## src/hdl/button_click_long_press_detector_assert.svh

```systemverilog
// Assertion macros for the push-button qualifier.
// Used by the top level only; no other dependencies.
`ifndef BUTTON_CLICK_LONG_PRESS_DETECTOR_ASSERT_SVH
`define BUTTON_CLICK_LONG_PRESS_DETECTOR_ASSERT_SVH

// Same-cycle implication, disabled in reset.
`define BCL_ASSERT_IMP(lbl, clk, rst_n, ante, cons) \
    lbl: assert property (@(posedge clk) disable iff (!rst_n) (ante) |-> (cons)) \
        else $error("bcl assertion failed");

// Next-cycle implication, disabled in reset.
`define BCL_ASSERT_NXT(lbl, clk, rst_n, ante, cons) \
    lbl: assert property (@(posedge clk) disable iff (!rst_n) (ante) |=> (cons)) \
        else $error("bcl assertion failed");

`endif

```

## src/hdl/bcl_pkg.sv

```systemverilog
// Shared types and constants for the push-button qualifier.
// No dependencies.
package bcl_pkg;

    localparam int TIME_W     = 32;
    localparam int MS_W       = 16;
    localparam int CFG_IDX_W  = 2;
    localparam int S_TDATA_W  = 40;
    localparam int M_TDATA_W  = 8;

    localparam logic [MS_W-1:0] MS_RESET = MS_W'(1000);
    localparam logic [3:0]      RING_FULL  = 4'hf;
    localparam logic [3:0]      RING_EMPTY = 4'h0;

    localparam logic [CFG_IDX_W-1:0] CFG_LONG_PRESS    = CFG_IDX_W'(0);
    localparam logic [CFG_IDX_W-1:0] CFG_CLICK_TIMEOUT = CFG_IDX_W'(1);

    typedef enum logic {
        OP_SAMPLE = 1'b0,
        OP_READ   = 1'b1
    } op_t;

    typedef enum logic [1:0] {
        EV_NONE  = 2'd0,
        EV_HELD  = 2'd1,
        EV_CLICK = 2'd2,
        EV_LONG  = 2'd3
    } event_t;

    typedef enum logic [1:0] {
        PD_ACTIVE = 2'd0,
        PD_IDLE   = 2'd1,
        PD_CLICK  = 2'd2,
        PD_LONG   = 2'd3
    } pend_t;

    typedef struct packed {
        op_t               op;
        logic              pressed;
        logic [TIME_W-1:0] time_ms;
    } item_t;

    // Configuration write as seen by the core.
    typedef struct packed {
        logic                 wr;
        logic [CFG_IDX_W-1:0] index;
        logic [MS_W-1:0]      data;
    } cfg_wr_t;

endpackage

```

## src/hdl/bcl_in_stage.sv

```systemverilog
// Input register of the push-button qualifier: holds one accepted beat.
// Depends on bcl_pkg.
module bcl_in_stage (
    input  logic            aclk,
    input  logic            aresetn,
    input  logic            in_fire,
    input  bcl_pkg::item_t  in_item,
    input  logic            advance,
    output logic            valid,
    output bcl_pkg::item_t  item
);

    logic           valid_reg;
    logic           valid_next;
    bcl_pkg::item_t item_reg;

    always_comb begin
        valid_next = valid_reg;
        if (in_fire) begin
            valid_next = 1'b1;
        end else if (advance) begin
            valid_next = 1'b0;
        end
    end

    always_ff @(posedge aclk) begin
        if (!aresetn) begin
            valid_reg <= 1'b0;
        end else begin
            valid_reg <= valid_next;
        end
        if (in_fire) begin
            item_reg <= in_item;
        end
    end

    assign valid = valid_reg;
    assign item  = item_reg;

endmodule

```

## src/hdl/bcl_core.sv

```systemverilog
// Qualifier state and per-item update: sample ring, change stamp, held flag,
// pending event and the two millisecond limits. Depends on bcl_pkg.
module bcl_core (
    input  logic              aclk,
    input  logic              aresetn,
    input  bcl_pkg::cfg_wr_t  cfg,
    input  logic              advance,
    input  bcl_pkg::item_t    item,
    output bcl_pkg::event_t   event_res,
    output logic              held,
    output bcl_pkg::pend_t    pending
);

    logic [bcl_pkg::MS_W-1:0]   long_ms_reg;
    logic [bcl_pkg::MS_W-1:0]   click_ms_reg;
    logic [3:0]                 ring_reg,   ring_next;
    logic [1:0]                 idx_reg,    idx_next;
    logic                       last_reg,   last_next;
    logic [bcl_pkg::TIME_W-1:0] stamp_reg,  stamp_next;
    logic                       held_reg,   held_next;
    bcl_pkg::pend_t             pend_reg,   pend_next;
    bcl_pkg::event_t            ev;
    logic [bcl_pkg::TIME_W-1:0] age;

    // Elapsed time since the last level change, wraps mod 2^32.
    assign age = item.time_ms - stamp_reg;

    always_comb begin
        bcl_pkg::pend_t pv;
        pv         = pend_reg;
        ring_next  = ring_reg;
        idx_next   = idx_reg;
        last_next  = last_reg;
        stamp_next = stamp_reg;
        held_next  = held_reg;
        pend_next  = pend_reg;
        ev         = bcl_pkg::EV_NONE;
        if (item.op == bcl_pkg::OP_READ) begin
            case (pend_reg)
                bcl_pkg::PD_CLICK: begin
                    ev        = bcl_pkg::EV_CLICK;
                    pend_next = bcl_pkg::PD_IDLE;
                end
                bcl_pkg::PD_LONG: begin
                    ev        = bcl_pkg::EV_LONG;
                    pend_next = bcl_pkg::PD_IDLE;
                end
                default: begin
                    ev = held_reg ? bcl_pkg::EV_HELD : bcl_pkg::EV_NONE;
                end
            endcase
        end else begin
            ring_next[idx_reg] = item.pressed;
            idx_next = idx_reg + 2'd1;
            if (last_reg != item.pressed) begin
                // level change: record only
                last_next  = item.pressed;
                stamp_next = item.time_ms;
            end else if (ring_next == bcl_pkg::RING_FULL) begin
                if (!held_reg) begin
                    pv = bcl_pkg::PD_ACTIVE;
                end
                held_next = 1'b1;
                if (pv == bcl_pkg::PD_ACTIVE
                        && age > {{(bcl_pkg::TIME_W-bcl_pkg::MS_W){1'b0}}, long_ms_reg}) begin
                    pv = bcl_pkg::PD_LONG;
                end
                pend_next = pv;
            end else if (ring_next == bcl_pkg::RING_EMPTY) begin
                if (held_reg) begin
                    pv = (pend_reg == bcl_pkg::PD_ACTIVE) ? bcl_pkg::PD_CLICK
                                                          : bcl_pkg::PD_IDLE;
                end
                held_next = 1'b0;
                if (pv == bcl_pkg::PD_CLICK
                        && age > {{(bcl_pkg::TIME_W-bcl_pkg::MS_W){1'b0}}, click_ms_reg}) begin
                    pv = bcl_pkg::PD_IDLE;
                end
                pend_next = pv;
            end
        end
    end

    always_ff @(posedge aclk) begin
        if (!aresetn) begin
            long_ms_reg  <= bcl_pkg::MS_RESET;
            click_ms_reg <= bcl_pkg::MS_RESET;
            ring_reg     <= 4'h0;
            idx_reg      <= 2'd0;
            last_reg     <= 1'b0;
            stamp_reg    <= '0;
            held_reg     <= 1'b0;
            pend_reg     <= bcl_pkg::PD_ACTIVE;
        end else begin
            if (cfg.wr && cfg.index == bcl_pkg::CFG_LONG_PRESS) begin
                long_ms_reg <= cfg.data;
            end
            if (cfg.wr && cfg.index == bcl_pkg::CFG_CLICK_TIMEOUT) begin
                click_ms_reg <= cfg.data;
            end
            if (advance) begin
                ring_reg  <= ring_next;
                idx_reg   <= idx_next;
                last_reg  <= last_next;
                stamp_reg <= stamp_next;
                held_reg  <= held_next;
                pend_reg  <= pend_next;
            end
        end
    end

    assign event_res = ev;
    assign held      = held_reg;
    assign pending   = pend_reg;

endmodule

```

## src/hdl/button_click_long_press_detector.sv

```systemverilog
// Push-button qualifier: click and long-press detection on sampled levels.
// Input beat: s_tuser = op (0 sample, 1 read); s_tdata = pressed, time_ms.
// Result beat: m_tdata = event_res (0 none, 1 held, 2 click, 3 long press).
// Config channel: cfg_index 0 = long_press_ms, 1 = click_timeout_ms, 16-bit
// data; other indexes are dropped. cfg_ready is always high; write only while
// no beat is in flight.
// Every input beat gives exactly one result beat, in order.
// An accepted beat goes into the input register, then through the state
// update into the result register, before its result shows on m_*.
// Throughput: one beat per cycle while m_tready stays high; the state update
// (one 32-bit subtract and compare) is combinational.
// Reset (aresetn low, synchronous): both channels empty, limits back to
// 1000 ms, ring, stamp and held flag cleared, nothing pending.
// When m_tready is low the result register holds; the input register keeps
// taking one more beat, then s_tready drops until the result is taken.
// Depends on bcl_pkg, bcl_in_stage, bcl_core and the assertion header.
`include "button_click_long_press_detector_assert.svh"

module button_click_long_press_detector (
    input  logic                            aclk,
    input  logic                            aresetn,
    input  logic                            s_tvalid,
    output logic                            s_tready,
    input  logic [bcl_pkg::S_TDATA_W-1:0]   s_tdata,   // [0] pressed, [32:1] time_ms
    input  logic                            s_tuser,   // [0] op
    output logic                            m_tvalid,
    input  logic                            m_tready,
    output logic [bcl_pkg::M_TDATA_W-1:0]   m_tdata,   // [1:0] event_res
    input  logic                            cfg_valid,
    output logic                            cfg_ready,
    input  logic [bcl_pkg::CFG_IDX_W-1:0]   cfg_index,
    input  logic [bcl_pkg::MS_W-1:0]        cfg_data
);

    bcl_pkg::item_t   in_item;
    bcl_pkg::item_t   stage_item;
    bcl_pkg::cfg_wr_t cfg;
    bcl_pkg::event_t  core_ev;
    bcl_pkg::pend_t   pending;
    logic             stage_valid;
    logic             advance;
    logic             in_fire;
    logic             held;
    logic             out_valid_reg, out_valid_next;
    bcl_pkg::event_t  out_ev_reg;

    assign in_item.op      = bcl_pkg::op_t'(s_tuser);
    assign in_item.pressed = s_tdata[0];
    assign in_item.time_ms = s_tdata[bcl_pkg::TIME_W:1];

    assign cfg.wr    = cfg_valid;
    assign cfg.index = cfg_index;
    assign cfg.data  = cfg_data;
    assign cfg_ready = 1'b1;

    // stage moves on when the result register is free or being drained
    assign advance  = stage_valid && (!out_valid_reg || m_tready);
    assign s_tready = !stage_valid || advance;
    assign in_fire  = s_tvalid && s_tready;

    bcl_in_stage u_in_stage (
        .aclk    (aclk),
        .aresetn (aresetn),
        .in_fire (in_fire),
        .in_item (in_item),
        .advance (advance),
        .valid   (stage_valid),
        .item    (stage_item)
    );

    bcl_core u_core (
        .aclk      (aclk),
        .aresetn   (aresetn),
        .cfg       (cfg),
        .advance   (advance),
        .item      (stage_item),
        .event_res (core_ev),
        .held      (held),
        .pending   (pending)
    );

    always_comb begin
        out_valid_next = out_valid_reg;
        if (advance) begin
            out_valid_next = 1'b1;
        end else if (m_tready) begin
            out_valid_next = 1'b0;
        end
    end

    always_ff @(posedge aclk) begin
        if (!aresetn) begin
            out_valid_reg <= 1'b0;
        end else begin
            out_valid_reg <= out_valid_next;
        end
        if (advance) begin
            out_ev_reg <= core_ev;
        end
    end

    assign m_tvalid = out_valid_reg;
    assign m_tdata  = {{(bcl_pkg::M_TDATA_W-2){1'b0}}, out_ev_reg};

    `BCL_ASSERT_NXT(a_sample_gives_none, aclk, aresetn,
        advance && stage_item.op == bcl_pkg::OP_SAMPLE,
        m_tvalid && m_tdata[1:0] == bcl_pkg::EV_NONE)
    `BCL_ASSERT_NXT(a_advance_fills_out, aclk, aresetn, advance, out_valid_reg)
    `BCL_ASSERT_IMP(a_long_only_held, aclk, aresetn, pending == bcl_pkg::PD_LONG, held)
    `BCL_ASSERT_IMP(a_click_only_released, aclk, aresetn,
        pending == bcl_pkg::PD_CLICK, !held)

endmodule
```

## config.mk

```make
export PLATFORM = sky130hd
export DESIGN_NAME = button_click_long_press_detector
export DESIGN_NICKNAME = d
export VERILOG_FILES = /design/src/hdl/bcl_pkg.sv /design/src/hdl/bcl_in_stage.sv /design/src/hdl/bcl_core.sv /design/src/hdl/button_click_long_press_detector.sv
export VERILOG_INCLUDE_DIRS = /design/src /design/src/hdl
export SDC_FILE = /design/constraint.sdc
export NUM_CORES = 1
export LEC_CHECK = 0
export ABC_CLOCK_PERIOD_IN_PS = 4750
export BUFFER_PORTS_ARGS = -buffer_cell sky130_fd_sc_hd__buf_4
export CAP_MARGIN = 10
export CELL_PAD_IN_SITES_DETAIL_PLACEMENT = 0
export CELL_PAD_IN_SITES_GLOBAL_PLACEMENT = 1
export CORE_MARGIN = 3
export CORE_UTILIZATION = 35
export CTS_CLUSTER_DIAMETER = 150
export DETAILED_ROUTE_END_ITERATION = 8
export GPL_ROUTABILITY_DRIVEN = 0
export GPL_TIMING_DRIVEN = 0
export PLACE_DENSITY = 0.62
export SKIP_LAST_GASP = 1
export SLEW_MARGIN = 20
export SYNTH_ARGS = -nofsm -noshare
export SYNTH_HDL_FRONTEND = slang
export SYNTH_HIERARCHICAL = 1
export SYNTH_SLANG_ARGS = --single-unit
```

## constraint.sdc

```tcl
create_clock -name aclk -period 4.75 [get_ports aclk]
set_input_delay 0 -clock aclk [delete_from_list [all_inputs] [get_ports aclk]]
set_output_delay 0 -clock aclk [all_outputs]
set_load 0.005 [all_outputs]
```

* Yosys cells after proc, flatten, opt, wreduce, memory -nomap -nowiden *
Index checks and enable logic that the tools add are counted.

word-level totals
  latch bits = 0
  output and inout port bits = 11
  register bits = 112
  word-level logic and storage cells = 82
  bits in read-only memories = 0
  memory bits (writable) = 0
  memories = 0
  input bits = 64

operators by class
  order comparisons = 4
  equal/unequal tests = 8
  muxes and demuxes = 28
  add/sub/neg operators = 2
  shifts and indexed selects = 0
  bitwise logic cells = 2
  multipliers = 0
  reductions and logical operators = 24
  div/mod/pow operators = 0

operators with widths
  operator                                                                             number
  32-bit by 16-bit > comparator with 1-bit output                                      2
  2-bit two-way mux                                                                    17
  32-bit subtractor                                                                    1
  1-bit two-way mux                                                                    8
  4-bit AND reduction                                                                  2
  1-bit logical AND                                                                    7
  2-bit equality test, second input constant                                           3
  2-bit zero test                                                                      3
  2-bit nonzero test                                                                   3
  4-bit bitwise mux                                                                    1
  4-bit equality test, second input constant                                           1
  4-bit zero test                                                                      1
  2-bit inequality test, second input constant                                         2
  2-bit case mux with 2 select lines                                                   1
  2-bit by 3-bit less-than comparator with 1-bit output, second input constant         1
  3-bit AND reduction                                                                  1
  3-bit nonzero test                                                                   1
  2-bit by 1-bit adder with 2-bit output, second input constant                        1
  1-bit demux with 2-bit select                                                        1
  2-bit by 1-bit equality test with 1-bit output, second input constant                1
  2-bit by 1-bit greater-or-equal comparator with 1-bit output, second input constant  1
  1-bit zero test                                                                      2
  1-bit logical OR                                                                     2
  1-bit NOT                                                                            2
  other kinds (3)                                                                      3

* Logic depth before layout (Yosys ltp) *
Gate-level depths: netlist of run 1.

  word-level depth = 17
  gate-level depth with buffers = 19
  depth with buffers taken out = 19

* Cells and area by module *
Netlist of run 1, hierarchy kept.

modules (own cells, without submodules)
  module                            area an instance (um2)  sequential area each (um2)  cells each  instances
  bcl_core                          5928.2                  1481.4                      798         1
  bcl_in_stage                      1062.3                  1041.0                      37          1
  button_click_long_press_detector  178.9                   80.1                        17          1

* Worst setup path before layout of run 1 *
Ideal clock, no wire load.

  path kind = reg2reg
  start = register u_in_stage.item_reg, in the netlist u_in_stage/item[3]
  end = register u_core.pend_reg[0], in the netlist u_core/pending[0]
  setup slack = 1.382 ns
  arrival time = 3.251 ns
  required time = 4.634 ns
  period minus slack after synthesis = 3.368 ns
  path buffers = 0
  setup time = 0.116 ns
  cell stages (with the launch flop) = 19
  cell sequence = edfxtp_1 > ha_1 > a21o_1 > a21oi_1 > nand2_1 > and2_1 > a41oi_1 > xnor2_1 > ha_1 > a21o_1 > a21o_1 > a21oi_1 > nor2b_1 > o21ai_0 > a21oi_1 > a211oi_1 > o21a_1 > a32oi_1 > o211a_1

between the ends
  word-level cells in the longest chain between the ends = 8
  elaborated cells between the ends (all ways) = 11
  those cells by class = add/sub (1); order compare (2); mux (6); reduce/logical (2)

ends and longest elaborated chain
  what                                             RTL line            text
  from (decl)                                      bcl_in_stage.sv:15  bcl_pkg::item_t item_reg;
  from (signal assigned)                           bcl_in_stage.sv:33  item_reg <= in_item;
  32-bit subtractor (*)                            bcl_core.sv:26      assign age = item.time_ms - stamp_reg;
  32-bit by 16-bit > comparator with 1-bit output  bcl_core.sv:76      && age > {{(bcl_pkg::TIME_W-bcl_pkg::MS_W){1'b0}}, click_ms_reg}) begin
  1-bit logical AND                                bcl_core.sv:76
  2-bit two-way mux                                bcl_core.sv:75      if (pv == bcl_pkg::PD_CLICK
  2-bit two-way mux                                bcl_core.sv:69      end else if (ring_next == bcl_pkg::RING_EMPTY) begin
  2-bit two-way mux (*)                            bcl_core.sv:59      end else if (ring_next == bcl_pkg::RING_FULL) begin
  2-bit two-way mux (*)                            bcl_core.sv:55      if (last_reg != item.pressed) begin
  2-bit two-way mux (*)                            bcl_core.sv:38      if (item.op == bcl_pkg::OP_READ) begin
  to (signal assigned)                             bcl_core.sv:93      pend_reg <= bcl_pkg::PD_ACTIVE;
  to (signal assigned)                             bcl_core.sv:107     pend_reg <= pend_next;
  to (decl)                                        bcl_core.sv:21      bcl_pkg::pend_t pend_reg, pend_next;

Mark *: on every way between the ends. The rest lies on a longest branch, timed or not. The select of a mux whose other input is x is not followed.
A chain may end at the register's enable or synchronous reset.

* Worst setup path after layout of run 1 *
Ends and elaborated chain as after synthesis.

==> results of run 1 <==
placed cells by master, fill, tap and decap left out, types with 7 or more instances in the layout:
cell | Yosys | final
nand2_1 | 158 | 158
dfxtp_1 | 76 | 76
inv_1 | 76 | 76
buf_4 | 7 | 67
ha_1 | 67 | 67
a21boi_0 | 57 | 57
dlygate4sd3_1 | 0 | 54
a21oi_1 | 51 | 51
edfxtp_1 | 36 | 36
nor2_1 | 28 | 28
clkbuf_1 | 27 | 27
o21ai_0 | 23 | 23
nand3_1 | 21 | 21
o211ai_1 | 20 | 20
nor2b_1 | 17 | 17
a21o_1 | 15 | 15
xnor2_1 | 14 | 14
nand4_1 | 12 | 12
nor3_1 | 11 | 11
o21a_1 | 9 | 9
clkbuf_16 | 0 | 9
nand2b_1 | 9 | 9
buf_2 | 8 | 8
and2_1 | 8 | 8
conb_1 | 2 | 7
nor4_1 | 7 | 7
routing by layer:
metal | share of wire | GRT usage | vias up
li1 | - | - | 3230
met1 | 0.51 | 0.241 | 2912
met2 | 0.44 | 0.274 | 139
met3 | 0.040 | 0.0255 | 12
met4 | 0.011 | 0.0407 | 0
met5 | 0 | 0 | -
cells in the mapped netlist, types with 5 or more instances:
| library cell | count | share of area |
|---|---|---|
| nand2_1 | 158 | 0.083 |
| dfxtp_1 | 76 | 0.21 |
| inv_1 | 76 | 0.040 |
| ha_1 | 67 | 0.12 |
| a21boi_0 | 57 | 0.060 |
| a21oi_1 | 51 | 0.036 |
| edfxtp_1 | 36 | 0.15 |
| nor2_1 | 28 | 0.015 |
| clkbuf_1 | 27 | 0.014 |
| o21ai_0 | 23 | 0.016 |
| nand3_1 | 21 | 0.015 |
| o211ai_1 | 20 | 0.021 |
| nor2b_1 | 17 | 0.015 |
| a21o_1 | 15 | 0.016 |
| xnor2_1 | 14 | 0.017 |
| nand4_1 | 12 | 0.010 |
| nor3_1 | 11 | 0.0077 |
| nand2b_1 | 9 | 0.0079 |
| o21a_1 | 9 | 0.0094 |
| and2_1 | 8 | 0.0070 |
| buf_2 | 8 | 0.0056 |
| buf_4 | 7 | 0.0073 |
| nor4_1 | 7 | 0.0061 |
| o21ai_1 | 6 | 0.0042 |
| xor2_1 | 6 | 0.0073 |
| a31oi_1 | 5 | 0.0044 |
| o22ai_1 | 5 | 0.0044 |
final timing paths:
path	from	to	slack, ps
setup reg to reg	u_in_stage/item[3]	u_core/pending[0]	740
hold / removal	s_tvalid	u_in_stage/item[24]	160
hold reg to reg	u_core/stamp_reg[6]	u_core/stamp_reg[6]	460
setup / recovery	u_in_stage/item[3]	u_core/pending[0]	740
area by class of cell:
cell class	instances	area [µm²]
Fill cell	1972	11000
Multi-Input combinational cell	625	4100
Sequential cell	112	2600
Timing Repair Buffer	115	1020
Tap cell	265	332
Inverter	76	285
Clock buffer	9	225
Buffer	44	216
Clock inverter	7	52.6
kinds of logic after synthesis:
| kind of cell | Yosys count | share of synthesized area |
|---|---|---|
| AO/OA/AOI/OAI | 230 | 0.220 |
| AND/OR/NAND/NOR | 295 | 0.194 |
| XOR/XNOR | 20 | 0.0244 |
| flip-flops | 112 | 0.363 |
| multiplexers | 5 | 0.00733 |
| buffers and inverters | 120 | 0.0700 |
| other | 2 | 0.00105 |
| adder cells (fa/ha/maj) | 68 | 0.120 |
what timing repair did:
item / in CTS / in global routing
hold endpoints to repair: 68 / 0
hold buffers: 54 / 0
endpoints found under the setup margin: 0 / 0
worst reg2reg max path: cells and delay by family, from the launching register on:
kind,cells,cell delay (ps)
DFF,1,410
xor gates and xnor gates,1,280
and+or+nand+nor,3,330
adders and majority gates,2,730
AOI/OAI and AO/OA,12,2130
per-stage QoR:
| step | std cells | util | power (mW) |
|---|---|---|---|
| floorplan | 857 | - | 1.48 |
| finish | 1253 | 0.446 | 2.42 |
| CTS | 1253 | 0.446 | 2.46 |
| detailed placement | 1183 | 0.405 | 1.66 |
| global placement | 1182 | 0.403 | 1.64 |
| global route | 1253 | 0.446 | 2.58 |
report_power, final:
group	total (mW)	switching (mW)	internal [mW]
sequential	1.07	0.0299	1.04
clock	0.749	0.386	0.363
combinational	0.608	0.336	0.272
==> summary.txt, run 1 <==
Worst setup path
  – Stages on the worst setup path: 18
  – Setup crit start kind: flop
  – Crit end category: flop
  – CP max stage delay: 410 ps
  – Top cell family by delay on the critical path: compound AO/OA/AOI/OAI gates
  – Data arrival time of the critical path: 4270 ps
  – CP Class: reg -> reg
  – CP cell instances: ha_1 -> a21o_1 -> a21oi_1 -> nand2_1 -> and2_1 -> a41oi_1 -> xnor2_1 -> ha_1 -> a21o_1 -> a21o_1 -> a21oi_1 -> nor2b_1 -> o21ai_0 -> a21oi_1 -> a211oi_1 -> o21a_1 -> a32oi_1 -> o211a_1
  – CP max stage cell: edfxtp_1
  – CP Buf/Inv Count: 0
  – Worst r2r path cells: 18
  – Worst Path Required: 5010 ps
  – Worst-path fanout max: 5

Floorplan
  – Die height: 149 µm
  – Ports: 75
  – Die area: 22,200 µm²
  – Initial core utilization: 0.362
  – Number of core rows: 51
  – Die W: 149 µm
  – Placeable Area: 19,800 µm²

Synth
  – Top_reg_cell synth: dfxtp_1
  – Seq/Total Area, Yosys: 0.363
  – EDFF count, synth: 36
  – Number of distinct library cells after synthesis: 70
  – Synth async-reset ratio: 0
  – Syn Inst Count: 852
  – Synthesis warning total: 6
  – Mean Syn Cell Area: 8.41 µm²
  – Mapped cell area: 7170 µm²
  – Synthesis-stage register bit count: 112

Clock tree
  – Root buffer cell: clkbuf_16
  – CTS H-tree depth: 3
  – Setup Buffers After CTS: 0
  – CTS sink cnt: 112
  – CTS Buf Count: 9
  – # resized after CTS: 0
  – TritonCTS clock tree: built
  – Max Root-Sink Buffers: 2
  – Clock Pin Slew Worst Setup and Hold Paths: 80 ps
  – Clk Latency, worst-skew pair: 360 ps

Timing
  – Hold Vio Cnt, Final: 0
  – Finish-stage setup viols: 0
  – Achievable frequency: 0.249 GHz
  – Final WS setup: 739 ps
  – Final number of max-transition violations: 0
  – Period minus WS final: 4010 ps
  – Clk_skew: 9.79 ps
  – Rel. slew slack: 0.584
  – Worst-margin pin slew: 624 ps
  – Period utilization: 0.844
  – RSZ-0062 raised after global routing: false
  – Final setup TNS: 0 ps
  – Fin Hold WS: 156 ps

Pwr
  – P per Cell Area: 274 nW/µm²
  – Maximum VDD drop: 0.175 mV
  – Lkg Pwr: 3.41 nW

Worst hold path
  – Worst hold path type: in -> reg
  – Number of cells on the worst hold path: 2

Global route
  – Largest net degree at the start of global routing: 23
  – Vias in the first global route: 6,164
  – Gr usage total: 0.170
  – Global route total overflow: 0
  – Antenna violations before repair: 0
  – First-pass GRT wire length: 30,600 µm

Routing
  – DR iter-0 viols: 399
  – Drt drc: 0
  – Vias: 6,293
  – ANT nets after route: 0
  – DR pass1 iterations: 5
  – Routed len/inst: 14.7 µm
  – Routed WL: 18,400 µm
  – Via/cell ratio: 5.02

Cells and area
  – Area growth syn-to-layout: 23.1%
  – Nets: 1,115
  – Design Area, Final: 8830 µm²
  – Max reg flops: 34
  – Layout cells sized above 1: 0.110
  – Antenna diodes: 0

Outcome
  – Status: finished clean

Job
  – Max_cap viols: 0

Placed design
  – Detailed placement HPWL: 14,200 µm
  – Post-DP Area: 8010 µm²
  – Pre-CTS WS: 826 ps
  – Port bufs: 60
(Power assumes the default switching activity.)
==> run 2: changes to the inputs <==
--- a/config.mk
+++ b/config.mk
@@ -6,7 +6,7 @@
 export SDC_FILE = /design/constraint.sdc
 export NUM_CORES = 1
 export LEC_CHECK = 0
-export ABC_CLOCK_PERIOD_IN_PS = 4750
+export ABC_CLOCK_PERIOD_IN_PS = 3790
 export BUFFER_PORTS_ARGS = -buffer_cell sky130_fd_sc_hd__buf_4
 export CAP_MARGIN = 10
 export CELL_PAD_IN_SITES_DETAIL_PLACEMENT = 0
==> constraint.sdc (replaced) <==
create_clock -name aclk -period 3.79 [get_ports aclk]
set_input_delay 0 -clock aclk [delete_from_list [all_inputs] [get_ports aclk]]
set_output_delay 0 -clock aclk [all_outputs]
set_load 0.005 [all_outputs]
==> summary.txt, run 2 (synthesis gave the netlist of run 1 again) <==
Outcome
  – Status: finished clean

Worst hold path
  – Worst hold path type: in -> reg
  – Number of cells on the worst hold path: 2 (unchanged)
  – Endpoint, Worst Hold: u_in_stage/item[24]
  – Hold Path Origin: s_tvalid

Global route
  – Largest net degree at the start of global routing: 23 (unchanged)
  – Antenna violations before repair: 0 (unchanged)
  – Vias in the first global route: 6,171 (+0.11%)
  – Gr usage total: 0.170 (+0.000267)
  – First-pass GRT wire length: 30,600 µm (+0.11%)
  – Global route total overflow: 0 (unchanged)

Floorplan
  – Number of core rows: 51 (unchanged)
  – Die W: 149 µm (unchanged)
  – Die height: 149 µm (unchanged)
  – Die area: 22,200 µm² (unchanged)
  – Initial core utilization: 0.362 (unchanged)
  – Placeable Area: 19,800 µm² (unchanged)
  – Ports: 75 (unchanged)

Timing
  – Finish-stage setup viols: 0 (unchanged)
  – Worst-margin pin slew: 645 ps (+21.5 ps)
  – Hold Vio Cnt, Final: 0 (unchanged)
  – Period minus WS final: 3640 ps (-374 ps)
  – Clk_skew: 9.35 ps (-0.447 ps)
  – Rel. slew slack: 0.570 (-0.0143)
  – Final number of max-transition violations: 0 (unchanged)
  – Period utilization: 0.960 (+0.115)
  – Achievable frequency: 0.275 GHz (+10%)
  – Final WS setup: 153 ps (-586 ps)

Routing
  – Via/cell ratio: 5.00 (-0.43%)
  – DR pass1 iterations: 5 (unchanged)
  – Vias: 6,301 (+0.13%)
  – DR iter-0 viols: 342 (-14%)
  – Routed WL: 18,600 µm (+1.1%)
  – Routed len/inst: 14.8 µm (+0.57%)
  – Drt drc: 0 (unchanged)
  – ANT nets after route: 0 (unchanged)

Worst setup path
  – Worst Path Required: 4050 ps (-960 ps)
  – R2r setup slk: 150 ps (-590 ps)
  – Setup crit start kind: flop
  – Crit end category: flop
  – CP Class: reg -> reg
  – Reg2reg end: u_core/pending[0]
  – FF-to-FF Start: u_in_stage/item[3]
  – Worst r2r path cells: 18 (unchanged)
  – Worst-path fanout max: 5 (unchanged)
  – Data arrival time of the critical path: 3890 ps (-380 ps)

Placed design
  – Pre-CTS WS: -134 ps (-960 ps)
  – Detailed placement HPWL: 14,200 µm (unchanged)
  – Port bufs: 60 (unchanged)
  – Post-DP Area: 8010 µm² (unchanged)

Cells and area
  – Layout cells sized above 1: 0.146 (+0.0354)
  – Most frequent cells in the layout: 158 x nand2_1, 76 x inv_1, 75 x dfxtp_1, 74 x buf_4, 64 x ha_1
  – Nets: 1,122 (+0.63%)
  – Max reg flops: 34 (unchanged)
  – Area growth syn-to-layout: 26.0%
  – Design Area, Final: 9030 µm² (+2.3%)
  – Antenna diodes: 0 (unchanged)
  – Most common cell after layout, fill and taps aside: nand2_1

Pwr
  – Overall power: 3.09 mW (+28%)
  – Lkg Pwr: 3.46 nW (+1.7%)
  – Maximum VDD drop: 0.219 mV (+25%)
  – P per Cell Area: 342 nW/µm² (+25%)

Clock tree
  – Root buffer cell: clkbuf_16
  – CTS sink cnt: 112 (unchanged)
  – Max Root-Sink Buffers: 2 (unchanged)
  – CTS Buf Count: 9 (unchanged)
  – CTS H-tree depth: 3 (unchanged)
  – Clk Latency, worst-skew pair: 360 ps (about the same)
  – Clock Pin Slew Worst Setup and Hold Paths: 80 ps (about the same)
  – TritonCTS clock tree: built

Job
  – Max_cap viols: 0 (unchanged)
## run 2: final cells by class
type / instances / area, µm²
fill: 1953 / 10700
timing repair buffer: 122 / 1070
buffer: 44 / 225
multi-input combinational: 625 / 4240
sequential: 112 / 2600
inverter: 76 / 285
clock inverter: 7 / 52.6
tap: 265 / 332
clock buffer: 9 / 225
## run 2: routing by layer
layer  part of all wire  wire length (µm)  GRT usage
met1               0.51              9440      0.242
met2               0.45              8300      0.273
met3              0.035               659     0.0258
met4              0.011               203     0.0421
met5                  0                 0          0
## run 2: what timing repair did
action	CTS	global route
buffers inserted	0	7
endpoints found under the setup margin	2	2
hold buffers	54	0
resized for setup	3	35
pin swaps	0	12
hold endpoints to repair	68	0
## run 2: stage by stage
| step | util | cells | hold slack (ps) | setup TNS [ps] |
|---|---|---|---|---|
| 6_report | 0.457 | 1260 | 155 | 0 |
| 2_1_floorplan | - | 857 | 86.3 | 0 |
| 3_5_place_dp | 0.405 | 1183 | 179 | -187 |
| 5_1_grt | 0.457 | 1260 | 159 | -40.4 |
| 4_1_cts | 0.447 | 1253 | 151 | 0 |
| 3_3_place_gp | 0.403 | 1182 | 178 | -249 |
## run 2: worst max-delay path by stage
stage	start	to	slack [ps]
after floorplan	u_in_stage/item[3]	u_core/pending[0]	420
after global placement	u_in_stage/item[3]	u_core/pending[0]	-160
after detailed placement	u_in_stage/item[3]	u_core/pending[0]	-130
after CTS	u_in_stage/item[8]	u_core/pending[1]	20
after global routing	u_in_stage/item[1]	u_core/pending[0]	-30
final	u_in_stage/item[3]	u_core/pending[0]	150
## run 2: critical path, stage by stage (launching register included)
cell and delay [ps]:
edfxtp_1 410, ha_2 340, a21o_1 180, a21oi_2 180, nand2_1 100, and2_4 180
a41oi_4 190, xnor2_2 190, ha_1 300, a21o_1 160, a21o_1 180, a21oi_2 120
nor2b_1 50, o21ai_0 140, a21oi_1 100, a211oi_2 260, o21a_1 170, a32oi_1 60
o211a_1 220
## run 2: power breakdown
part           switching [mW]  internal (mW)
Combinational           0.444          0.373
Clock                   0.483          0.455
Sequential             0.0375           1.30
Total                   0.965           2.13
